<file path="src/rtl/ddo_pkg.sv">
package ddo_pkg;

  // Fixed-point constants of the odometry datapath.
  localparam logic signed [33:0] OneQ30     = 34'sd1073741824;
  localparam logic signed [33:0] CordicGain = 34'sd652032874;
  localparam logic [25:0]        AngleScale = 26'd44798134;
  localparam int unsigned        Micros     = 1000000;
  // Reciprocal of one million, floor(2^51 / 10^6).
  localparam logic [31:0]        MicrosRecip = 32'd2251799813;

  // Register indexes of the configuration port.
  localparam logic [0:0] RegSpeedPerRpm = 1'b0;
  localparam logic [0:0] RegInvWheelBase = 1'b1;

  // Datapath operations selected by the controller.
  typedef enum logic [3:0] {
    OP_NONE   = 4'd0,
    OP_LOAD   = 4'd1,
    OP_WHEELS = 4'd2,
    OP_VEL    = 4'd3,
    OP_TURN   = 4'd4,
    OP_PROD   = 4'd5,
    OP_INC    = 4'd6,
    OP_HEAD   = 4'd7,
    OP_CINIT  = 4'd8,
    OP_CSTEP  = 4'd9,
    OP_CDONE  = 4'd10,
    OP_DIST   = 4'd11,
    OP_DIV    = 4'd12,
    OP_POS_X  = 4'd13,
    OP_POS_Y  = 4'd14,
    OP_QUAT   = 4'd15
  } op_e;

  typedef struct packed {
    op_e        op;
    logic       half;
    logic [4:0] step;
  } dp_cmd_t;

  typedef struct packed {
    logic div_done;
  } dp_stat_t;

  // Arctangent table in binary-angle units.
  function automatic logic [31:0] atan_bam(input logic [4:0] i);
    logic [31:0] r;
    begin
      case (i)
        5'd0: r = 32'd536870912;  5'd1: r = 32'd316933406;
        5'd2: r = 32'd167458907;  5'd3: r = 32'd85004756;
        5'd4: r = 32'd42667331;   5'd5: r = 32'd21354465;
        5'd6: r = 32'd10680862;   5'd7: r = 32'd5340245;
        5'd8: r = 32'd2670163;    5'd9: r = 32'd1335087;
        5'd10: r = 32'd667544;    5'd11: r = 32'd333772;
        5'd12: r = 32'd166886;    5'd13: r = 32'd83443;
        5'd14: r = 32'd41722;     5'd15: r = 32'd20861;
        5'd16: r = 32'd10430;     5'd17: r = 32'd5215;
        5'd18: r = 32'd2608;      5'd19: r = 32'd1304;
        5'd20: r = 32'd652;       5'd21: r = 32'd326;
        5'd22: r = 32'd163;       5'd23: r = 32'd81;
        5'd24: r = 32'd41;        5'd25: r = 32'd20;
        5'd26: r = 32'd10;        5'd27: r = 32'd5;
        5'd28: r = 32'd3;         5'd29: r = 32'd1;
        5'd30: r = 32'd1;         default: r = 32'd0;
      endcase
      return r;
    end
  endfunction

endpackage

</file>
<file path="src/rtl/ddo_ctrl.sv">
module ddo_ctrl
  import ddo_pkg::*;
#(
  parameter int CordicSteps = 24
) (
  input  logic     clk_i,
  input  logic     rst_ni,
  input  logic     in_valid_i,
  output logic     in_ready_o,
  output logic     out_valid_o,
  input  logic     out_ready_i,
  output dp_cmd_t  cmd_o,
  input  dp_stat_t stat_i
);

  typedef enum logic [15:0] {
    S_IDLE   = 16'h0001,
    S_WHEELS = 16'h0002,
    S_VEL    = 16'h0004,
    S_TURN   = 16'h0008,
    S_PROD   = 16'h0010,
    S_INC    = 16'h0020,
    S_HEAD   = 16'h0040,
    S_CINIT  = 16'h0080,
    S_CSTEP  = 16'h0100,
    S_CDONE  = 16'h0200,
    S_DIST   = 16'h0400,
    S_DIV    = 16'h0800,
    S_POSX   = 16'h1000,
    S_POSY   = 16'h2000,
    S_QUAT   = 16'h4000,
    S_OUT    = 16'h8000
  } state_e;

  state_e state_q, state_d;
  logic [4:0] step_q, step_d;
  logic half_q, half_d;
  logic acc_q, acc_d;

  assign in_ready_o = (state_q == S_IDLE) || ((state_q == S_OUT) && out_ready_i);
  assign out_valid_o = (state_q == S_OUT);

  // Sequence through the datapath operations of one item.
  always_comb begin
    state_d = state_q;
    step_d = step_q;
    half_d = half_q;
    acc_d = acc_q;
    cmd_o.op = OP_NONE;
    cmd_o.half = half_q;
    cmd_o.step = step_q;
    unique case (state_q) inside
      S_IDLE, S_OUT: begin
        if (state_q == S_OUT && out_ready_i) state_d = S_IDLE;
        if (in_valid_i && in_ready_o) begin
          cmd_o.op = OP_LOAD;
          state_d = S_WHEELS;
        end
      end
      S_WHEELS: begin cmd_o.op = OP_WHEELS; state_d = S_VEL; end
      S_VEL: begin cmd_o.op = OP_VEL; state_d = S_TURN; end
      S_TURN: begin cmd_o.op = OP_TURN; state_d = S_PROD; end
      S_PROD: begin cmd_o.op = OP_PROD; state_d = S_INC; end
      S_INC: begin cmd_o.op = OP_INC; state_d = S_HEAD; end
      S_HEAD: begin
        cmd_o.op = OP_HEAD;
        half_d = 1'b0;
        state_d = S_CINIT;
      end
      S_CINIT: begin
        cmd_o.op = OP_CINIT;
        step_d = '0;
        state_d = S_CSTEP;
      end
      S_CSTEP: begin
        cmd_o.op = OP_CSTEP;
        step_d = step_q + 5'd1;
        if (32'(step_q) == CordicSteps - 1) state_d = S_CDONE;
      end
      S_CDONE: begin
        cmd_o.op = OP_CDONE;
        state_d = half_q ? S_QUAT : S_DIST;
      end
      S_DIST: begin cmd_o.op = OP_DIST; state_d = S_DIV; end
      S_DIV: begin
        cmd_o.op = OP_DIV;
        if (stat_i.div_done) begin
          state_d = S_POSX;
          acc_d = 1'b0;
        end
      end
      S_POSX: begin
        cmd_o.op = OP_POS_X;
        cmd_o.half = acc_q;
        acc_d = 1'b1;
        if (acc_q) state_d = S_POSY;
      end
      S_POSY: begin
        cmd_o.op = OP_POS_Y;
        half_d = 1'b1;
        state_d = S_CINIT;
      end
      S_QUAT: begin cmd_o.op = OP_QUAT; state_d = S_OUT; end
      default: state_d = S_IDLE;
    endcase
  end

  always_ff @(posedge clk_i or negedge rst_ni) begin
    if (!rst_ni) begin
      state_q <= S_IDLE;
      step_q <= '0;
      half_q <= 1'b0;
      acc_q <= 1'b0;
    end else begin
      state_q <= state_d;
      step_q <= step_d;
      half_q <= half_d;
      acc_q <= acc_d;
    end
  end

endmodule

</file>
<file path="config.mk">
export PLATFORM = sky130hd
export DESIGN_NAME = ddo_ctrl
export DESIGN_NICKNAME = d
export VERILOG_FILES = /design/src/rtl/ddo_pkg.sv /design/src/rtl/ddo_ctrl.sv
export SDC_FILE = /design/constraint.sdc
export NUM_CORES = 1
export LEC_CHECK = 0
export ABC_AREA = 1
export BUFFER_PORTS_ARGS = -buffer_cell sky130_fd_sc_hd__buf_4
export CAP_MARGIN = 15
export CORE_MARGIN = 4
export CORE_UTILIZATION = 44
export CTS_BUF_LIST = sky130_fd_sc_hd__clkbuf_2 sky130_fd_sc_hd__clkbuf_4 sky130_fd_sc_hd__clkbuf_8
export CTS_CLUSTER_DIAMETER = 200
export DETAILED_ROUTE_END_ITERATION = 8
export HOLD_SLACK_MARGIN = 0.03
export PLACE_DENSITY = 0.62
export SYNTH_ARGS = -nofsm -noshare
export SYNTH_HDL_FRONTEND = slang
export SYNTH_SLANG_ARGS = --single-unit
</file>
<file path="constraint.sdc">
create_clock -name clk_i -period 1.9 [get_ports clk_i]
set_input_delay 0.38 -clock clk_i [delete_from_list [all_inputs] [get_ports clk_i]]
set_output_delay 0.38 -clock clk_i [all_outputs]
set_load 0.01 [all_outputs]
</file>
After elaboration in Yosys (flattened, before gate mapping):

Index checks and enable logic that the tools add are counted.

* output and inout port bits: 12
* flip-flop bits (word level): 23

* add/sub/neg operators: 1
* equal/unequal tests: 21
* reduce and logical (&&, ||, !) cells: 10
* muxes and demuxes: 14

Operators by type and width (number)
* $pmux W16 S14: 1
* $mux W16: 5
* $pmux W4 S15: 1
* $eq A16 B1 Y1 const B: 1
* $eq A16 B10 Y1 const B: 1
* $eq A16 B11 Y1 const B: 1
* $eq A16 B12 Y1 const B: 1
* $eq A16 B13 Y1 const B: 1
* $eq A16 B14 Y1 const B: 1
* $eq A16 B15 Y1 const B: 1
* $eq A16 B16 Y1 const B: 1
* $eq A16 B2 Y1 const B: 1
* $eq A16 B3 Y1 const B: 1
* $eq A16 B4 Y1 const B: 1
* $eq A16 B5 Y1 const B: 1
* $eq A16 B6 Y1 const B: 1
* $eq A16 B7 Y1 const B: 1
* $eq A16 B8 Y1 const B: 1
* $eq A16 B9 Y1 const B: 1
* $mux W15: 1
* $pmux W5 S2: 1
* $reduce_bool A2 Y1: 3
* $add A5 B1 Y5 const B: 1
* $eq A5 B5 Y1 const B: 1
* 10 further kinds: 16

Depth between registers and ports, before layout:

Gate-level depths: netlist (run 1).

* word-level depth: 6
* gate-level depth with buffers: 13
* depth with buffers taken out: 13

Worst setup path after synthesis (run 1):

OpenSTA, ideal clock, no wires.

* kind: reg-to-output
* start point: register state_q[11]
* end point: output port cmd_o[6] (netlist bit)
* required time: 1.520 ns
* cell stages (with the launch flop): 8
* path buffers: 0
* slack: 0.188 ns
* arrival: 1.332 ns
* path through: dfrtp_1 -> nor2_2 -> nand2_2 -> nor2_4 -> nand3_2 -> o21ai_2 -> nand2_1 -> nand4_1

RTL lines
* from (decl): RTL line ddo_ctrl.sv:35 `state_e state_q, state_d;`
* from (signal assigned): RTL line ddo_ctrl.sv:115 `state_q <= state_d;`
* to (decl): RTL line ddo_ctrl.sv:12 `output dp_cmd_t cmd_o,`

==> results of run 1 <==
[layer usage]
| layer | vias to the layer above | track usage (%) |
|---|---|---|
| li1 | 695 | - |
| met1 | 652 | 24.45 |
| met2 | 28 | 35.18 |
| met3 | 9 | 2.460 |
| met4 | 0 | 8.971 |
| met5 | - | 0 |
[what timing repair did]
action                                  4_1_cts  5_1_grt
endpoints found under the setup margin        7        9
hold buffers                                  1        0
setup buffers                                18        7
gates resized for setup                      22       18
hold endpoints to repair                     22        0
pin swaps                                    18       14
gates cloned                                  1        0
[synth_stat cells (2+ instances only)]
cell | count | area share (%)
sky130_fd_sc_hd__nand4_1 | 4 | 1.8
sky130_fd_sc_hd__xor2_1 | 2 | 1.3
sky130_fd_sc_hd__nand3_1 | 11 | 4.0
sky130_fd_sc_hd__nor2_2 | 9 | 4.0
sky130_fd_sc_hd__nor2_4 | 3 | 2.4
sky130_fd_sc_hd__inv_1 | 20 | 5.4
sky130_fd_sc_hd__o21ai_1 | 2 | 0.72
sky130_fd_sc_hd__dfrtp_1 | 22 | 40
sky130_fd_sc_hd__nor3_1 | 3 | 1.1
sky130_fd_sc_hd__nand2_2 | 4 | 1.8
sky130_fd_sc_hd__o21ai_2 | 2 | 1.3
sky130_fd_sc_hd__nand2_1 | 44 | 12
sky130_fd_sc_hd__inv_2 | 3 | 0.81
sky130_fd_sc_hd__nor2_1 | 38 | 10
sky130_fd_sc_hd__nand2_4 | 2 | 1.6
sky130_fd_sc_hd__o21ai_0 | 10 | 3.6
[final cells by class]
cell class / instances / area, um2
inverters: 23 / 86.33
repair buffers: 46 / 355.3
multi-input cells: 143 / 867.1
well taps: 44 / 55.05
fillers: 264 / 1082
flip-flops and latches: 23 / 576.8
clock buffers: 4 / 30.03
[path summary, 6_finish.rpt]
kind                             start     endpoint  slack (ns)  cells after the start
min in group asynchronous       rst_ni   state_q[8]        0.47                      2
setup / recovery           state_q[11]     cmd_o[8]       -0.26                      8
hold / removal                  stat_i  state_q[12]        0.35                      3
setup reg to reg           state_q[11]  state_q[15]        0.07                     12
hold reg to reg                 half_q  state_q[10]        0.46                      1
max in group asynchronous       rst_ni   state_q[0]        1.15                      2
[registers in the layout, indices dropped and copies added (netlist names)]
signal / flops
state_q: 16
step_q: 5
acc_q: 1
half_q: 1
[power groups by stage]
stage	logic (W)	registers [W]	clock network [W]
after floorplan	0.000495	0.000566	0
after global placement	0.000680	0.000568	0
after detailed placement	0.000690	0.000570	0
after CTS	0.000913	0.000565	0.000255
after global routing	0.00110	0.000568	0.000284
final	0.000996	0.000564	0.000247
[through the flow]
step	total power, W	hold WS [ns]	TNS [ns]	utilization, %	cell area, um2
2_1_floorplan	0.001061	0.08441	0	-	1393
3_3_place_gp	0.001247	0.2835	0	53.20	1624
3_5_place_dp	0.001259	0.2932	0	53.20	1624
4_1_cts	0.001732	0.3489	-1.174	61.76	1886
5_1_grt	0.001954	0.3602	-2.295	64.55	1971
6_report	0.001808	0.3491	-1.283	64.55	1971
[placed cells by master, fill, tap and decap left out, types with 2 or more instances in the layout]
cell | Yosys | routed
sky130_fd_sc_hd__nor2_1 | 38 | 32
sky130_fd_sc_hd__nor2_2 | 9 | 7
sky130_fd_sc_hd__buf_6 | 1 | 2
sky130_fd_sc_hd__inv_1 | 20 | 20
sky130_fd_sc_hd__o21ai_2 | 2 | 3
sky130_fd_sc_hd__o21ai_1 | 2 | 5
sky130_fd_sc_hd__nor3_2 | 0 | 2
sky130_fd_sc_hd__nand3_1 | 11 | 8
sky130_fd_sc_hd__o21ai_0 | 10 | 6
sky130_fd_sc_hd__buf_4 | 0 | 43
sky130_fd_sc_hd__nand2_2 | 4 | 6
sky130_fd_sc_hd__nor2_4 | 3 | 12
sky130_fd_sc_hd__inv_2 | 3 | 3
sky130_fd_sc_hd__nand4_1 | 4 | 4
sky130_fd_sc_hd__nand3_2 | 1 | 3
sky130_fd_sc_hd__nand2_4 | 2 | 7
sky130_fd_sc_hd__clkbuf_4 | 0 | 4
sky130_fd_sc_hd__dfrtp_1 | 22 | 22
sky130_fd_sc_hd__xor2_1 | 2 | 2
sky130_fd_sc_hd__nand2_1 | 44 | 37
[worst register-to-register path, stage by stage (launching register included)]
cell and delay, ns:
sky130_fd_sc_hd__dfrtp_1 0.44, sky130_fd_sc_hd__nor2_4 0.16, sky130_fd_sc_hd__nand2_4 0.10, sky130_fd_sc_hd__nor2_4 0.17, sky130_fd_sc_hd__buf_4 0.13, sky130_fd_sc_hd__buf_4 0.11, sky130_fd_sc_hd__nand2_1 0.09, sky130_fd_sc_hd__o21ai_2 0.18
sky130_fd_sc_hd__nor2_4 0.05, sky130_fd_sc_hd__nor2_2 0.09, sky130_fd_sc_hd__nand2_2 0.10, sky130_fd_sc_hd__nand2_1 0.07, sky130_fd_sc_hd__nand2_1 0.04
[kinds of logic after synthesis]
family,Yosys count,synth area share (%)
compound gates,18,7.638
xor+xnor,2,1.258
buf+inv,24,7.008
flops,23,41.42
fa+ha+maj,1,0.8983
simple gates,121,41.78
==> results.toml, run 1 <==
[power]
clockPowerShare_pct = 13.7
internal_power_w = 0.001070
power.share.switching_pct = 40.82
power_density_mw_per_mm2 = 917.4
p_leak_nw = 1.074
peak_supply_drop_uv = 727.5
sequential_group_share_of_total_power_pct = 31.2
combPwrFrac_pct = 55.1
p_sw_w = 0.0007379

[synth]
synth-edff-count = 0
async_flop_share_pct = 100.0
syn-cell-area_mm2 = 0.001393
net_count_synth = 195
ys_seq_elements = 23
netlist_instances = 189
synthDistinctLibCells = 26
avgSynthCellArea_um2 = 7.368
yosys_warnings = 0
synth_flop_cell = "sky130_fd_sc_hd__dfrtp_1"
yosysSeqAreaShare_pct = 41.42

[routing]
detail_route.vias_per_cell = 4.890
post-route-drc-count = 0
postRouteAntennaNets = 0
detailroute.wirelength.met2_mm = 1.949
detailroute.wirelength.met3_um = 123
m1WireLength_mm = 1.635
wl_per_instance_um = 13.50
first_iter_violations = 42
vias = 1384
detail_route.first_pass.iterations = 4
finalWirelength_mm = 3.821
dr.max_layer_used = "met4"

[timing]
skew_ns = 0.006726
finalWorstPathRequiredPeriod_ns = 2.163
rsz_0062_raised_after_global_routing = "true"
timing.max_slew.rel_slack_pct = 80.23
setup-violations-final = 7
drv_slew = 0
final.setup.worst_slack_ns = -0.2632
timing.fmax_mhz = 462.3
layout_worst_path_cycle_share_pct = 113.9
hold_viol = 0
max_slew.worst_pin.slew_ns = 0.2966

[worst_hold_path]
hold_class = "in -> reg"

[cts]
cts_num_sinks = 23
insertion_delay_ns = 0.32
cts_inserted_buffers = 3
ctsHtreeMaxLevel = 1
cts_tree = "built"
cts_max_path_buffers = 2
clock-root-buffer = "sky130_fd_sc_hd__clkbuf_4"
clkTransAtPathRegs_ns = 0.12

[global_routing]
wire_length_of_the_first_global_routing_pass_mm = 6.423
groute.usage.overall_pct = 20.09
antenna_found_initial = 0
first_global_vias = 1410
globalRoute.totalOverflow = 0
maximum_number_of_pins_on_one_net_before_global_route_repair = 24

[die]
dieHeight_um = 64.26
die-area_mm2 = 0.004129
floorplan.die.width_um = 64.26
fp.coreArea_mm2 = 0.003053
floorplan.io_pins = 17
floorplan.initialDensity_pct = 45.61
rows = 20

[run_status]
failed_checks = "setup timing"
outcome = "complete, but fails checks"

[final_layout]
n_antenna_cell = 0
instances_no_fill = 283
fin_nets = 246
area_growth_pct = 41.51
drive_gt1_share_pct = 40.59

[critical_path]
setup.worst_path.end_class = "output pin"
sort_of_element_at_the_start_of_the_critical_path = "flop"
critical_path_buf_inv_count = 3
critical_path_at_ns = 1.78
critPathMostFrequentCell = "sky130_fd_sc_hd__buf_4"
family_of_cells_with_the_greatest_summed_delay_on_the_critical_path = "simple AND/OR/NAND/NOR gates"
critical_path.max_stage_delay_ns = 0.44
worstPathCellList = "nor2_4 -> nand2_4 -> nor2_4 -> buf_4 -> buf_4 -> o21ai_1 -> nand4_1 -> buf_4"
cp_slowest_cell = "sky130_fd_sc_hd__dfrtp_1"
cp_class = "reg -> out"
cp.required_ns = 1.52
path_max_fanout = 6

[job]
drv.max_cap_violation_count = 0

[place]
placed_cells = 257
post-dp-hpwl_mm = 2.472
port-buffer-count = 16
finalWeightedCongestion = 0.8733
pre_cts_slack_ns = 0.01899
Note: power is estimated with default switching activity, not from simulation.
==> run 2, diff against run 1 <==
--- a/config.mk
+++ b/config.mk
@@ -10,7 +10,6 @@
 export CAP_MARGIN = 15
 export CORE_MARGIN = 4
 export CORE_UTILIZATION = 44
-export CTS_BUF_LIST = sky130_fd_sc_hd__clkbuf_2 sky130_fd_sc_hd__clkbuf_4 sky130_fd_sc_hd__clkbuf_8
 export CTS_CLUSTER_DIAMETER = 200
 export DETAILED_ROUTE_END_ITERATION = 8
 export HOLD_SLACK_MARGIN = 0.03
==> run 2 against run 1 <==
The run still ends with setup timing left; highest routed layer unchanged; cell count decreased by 1.1%; register-to-register slack improved by 0.06 ns; hold slack got worse by 0.012 ns; critical path depth unchanged; critical endpoint is now cmd_o[6]; combinational power decreased by 6.9%.
==> results.toml, run 2 (synthesis gave the netlist of run 1 again) <==
[power]
power_density_mw_per_mm2 = 898.2
p_leak_nw = 1.052
peak_supply_drop_uv = 795.3

[die]
floorplan.initialDensity_pct = 45.61
die-area_mm2 = 0.004129
floorplan.io_pins = 17
dieHeight_um = 64.26
floorplan.die.width_um = 64.26
fp.coreArea_mm2 = 0.003053
rows = 20

[routing]
wl_per_instance_um = 13.15
post-route-drc-count = 0
detail_route.first_pass.iterations = 5
finalWirelength_mm = 3.681
postRouteAntennaNets = 0
vias = 1380
detail_route.vias_per_cell = 4.929
first_iter_violations = 51

[final_layout]
largest_register_ff_count = 16
mostFrequentLayoutCell = "sky130_fd_sc_hd__buf_4"
layout.cells.most_common_list = "sky130_fd_sc_hd__buf_4 (40), sky130_fd_sc_hd__nand2_1 (38), sky130_fd_sc_hd__nor2_1 (33)"
n_antenna_cell = 0
nFillCells = 272
finalCoreUtilization_pct = 63.07
largest_register_by_flop_count = "state_q"
reg_top3 = "state_q x16, step_q x5"
fin_nets = 243
area_growth_pct = 38.28
drive_gt1_share_pct = 38.14

[place]
post-dp-hpwl_mm = 2.472
finalWeightedCongestion = 0.8733
port-buffer-count = 16

[timing]
layout_worst_path_cycle_share_pct = 114.0
skew_ns = 0.0006849
final.setup.worst_slack_ns = -0.2660
timing.max_slew.rel_slack_pct = 79.82
max_slew.worst_pin.slew_ns = 0.3027
rsz_0062_raised_after_global_routing = "true"
hold_viol = 0
setup-violations-final = 7
timing.fmax_mhz = 461.7
drv_slew = 0
finalWorstPathRequiredPeriod_ns = 2.166
hold-worst-slack_ns = 0.3374

[critical_path]
setup.worst_path.end_class = "output pin"
cp_slowest_cell = "sky130_fd_sc_hd__dfrtp_1"
cp_class = "reg -> out"
cp.required_ns = 1.52
path_max_fanout = 6
critical_path_at_ns = 1.79
sort_of_element_at_the_start_of_the_critical_path = "flop"
family_of_cells_with_the_greatest_summed_delay_on_the_critical_path = "simple AND/OR/NAND/NOR gates"
worstPathCellList = "nor2_2 -> nand2_4 -> nor2_4 -> nand3_4 -> o21ai_2 -> nand2_1 -> nand4_1 -> buf_4"
critical_path_buf_inv_count = 1
critical_path.max_stage_delay_ns = 0.41

[worst_hold_path]
hold_class = "in -> reg"

[global_routing]
grt_use_met2_pct = 35.18
antenna_found_initial = 0
wire_length_of_the_first_global_routing_pass_mm = 6.451
groute.usage.overall_pct = 20.16
first_global_vias = 1424
globalRoute.totalOverflow = 0
global_route.peak_usage_layer = "met2"
maximum_number_of_pins_on_one_net_before_global_route_repair = 24
globalRouteMet1Util_pct = 24.12
global_route_met3_usage_pct = 2.988

[run_status]
outcome = "complete, but fails checks"
failed_checks = "setup timing"

[cts]
cts_num_sinks = 23
clkTransAtPathRegs_ns = 0.13
cts_max_path_buffers = 2
cts_tree = "built"
clock-root-buffer = "sky130_fd_sc_hd__clkbuf_4"
cts_inserted_buffers = 3
ctsHtreeMaxLevel = 1
insertion_delay_ns = 0.32

[job]
drv.max_cap_violation_count = 0
==> run 2: cell count changes in the layout (fill, tap and decap cells not counted), sizes merged <==
| cell | before | now |
|---|---|---|
| buf | 45 | 42 |
==> run 2: final cells by class <==
| type | count | area, um2 | share of cell area, % |
|---|---|---|---|
| inverters | 23 | 86.33 | 4.483 |
| repair buffers | 43 | 332.8 | 17.28 |
| clock buffers | 4 | 26.28 | 1.365 |
| flip-flops and latches | 23 | 576.8 | 29.95 |
| multi-input cells | 143 | 848.3 | 44.05 |
| well taps | 44 | 55.05 | 2.859 |
==> run 2: final timing paths <==
kind,end,slack [ns],from,cells past startpoint
min,state_q[12],0.34,stat_i,3
min reg2reg,state_q[10],0.46,half_q,1
max,cmd_o[6],-0.27,state_q[8],8
max in group asynchronous,state_q[0],1.14,rst_ni,2
min in group asynchronous,state_q[15],0.47,rst_ni,2
max reg2reg,state_q[0],0.13,state_q[2],11
==> run 2: worst register-to-register path, stage by stage (launching register included) <==
cell and delay, ns:
sky130_fd_sc_hd__dfrtp_1 0.43, sky130_fd_sc_hd__nor2_4 0.15, sky130_fd_sc_hd__nand2_4 0.12, sky130_fd_sc_hd__nor2_8 0.20
sky130_fd_sc_hd__nand2_4 0.09, sky130_fd_sc_hd__buf_4 0.14, sky130_fd_sc_hd__buf_4 0.13, sky130_fd_sc_hd__o21ai_2 0.15
sky130_fd_sc_hd__inv_2 0.06, sky130_fd_sc_hd__nand2_2 0.12, sky130_fd_sc_hd__nand2_1 0.06, sky130_fd_sc_hd__nand2_1 0.06
==> run 2: what timing repair did <==
item	4_1_cts	5_1_grt
hold endpoints to repair	22	0
cloned	1	0
hold buffers	1	0
endpoints found under the setup margin	7	9
setup buffers	18	4
pin swaps	18	11
gates resized for setup	23	12
==> run 2: per-stage QoR <==
stage,instances,cell area [um2],TNS [ns],setup slack (ns),total power (W)
final,280,1926,-1.227,-0.2660,0.001730
after global routing,280,1926,-2.031,-0.3913,0.001870
after CTS,281,1886,-1.159,-0.2425,0.001732
after detailed placement,257,1624,0,0.01899,0.001259
after global placement,257,1624,0,0.03935,0.001247
after floorplan,189,1393,0,0.1880,0.001061
==> run 2: routing by layer <==
metal / vias up / part of all wire, %
li1: 695 / -
met1: 651 / 44
met2: 27 / 51
met3: 7 / 3.1
met4: 0 / 2.4
met5: - / 0
==> run 2: where the power goes <==
group	leakage [nW]	total [W]	switching, W	internal (W)
Sequential	0.311	0.000565	0.0000327	0.000532
Clock	0.0150	0.000238	0.000155	0.0000824
Combinational	0.725	0.000927	0.000522	0.000405
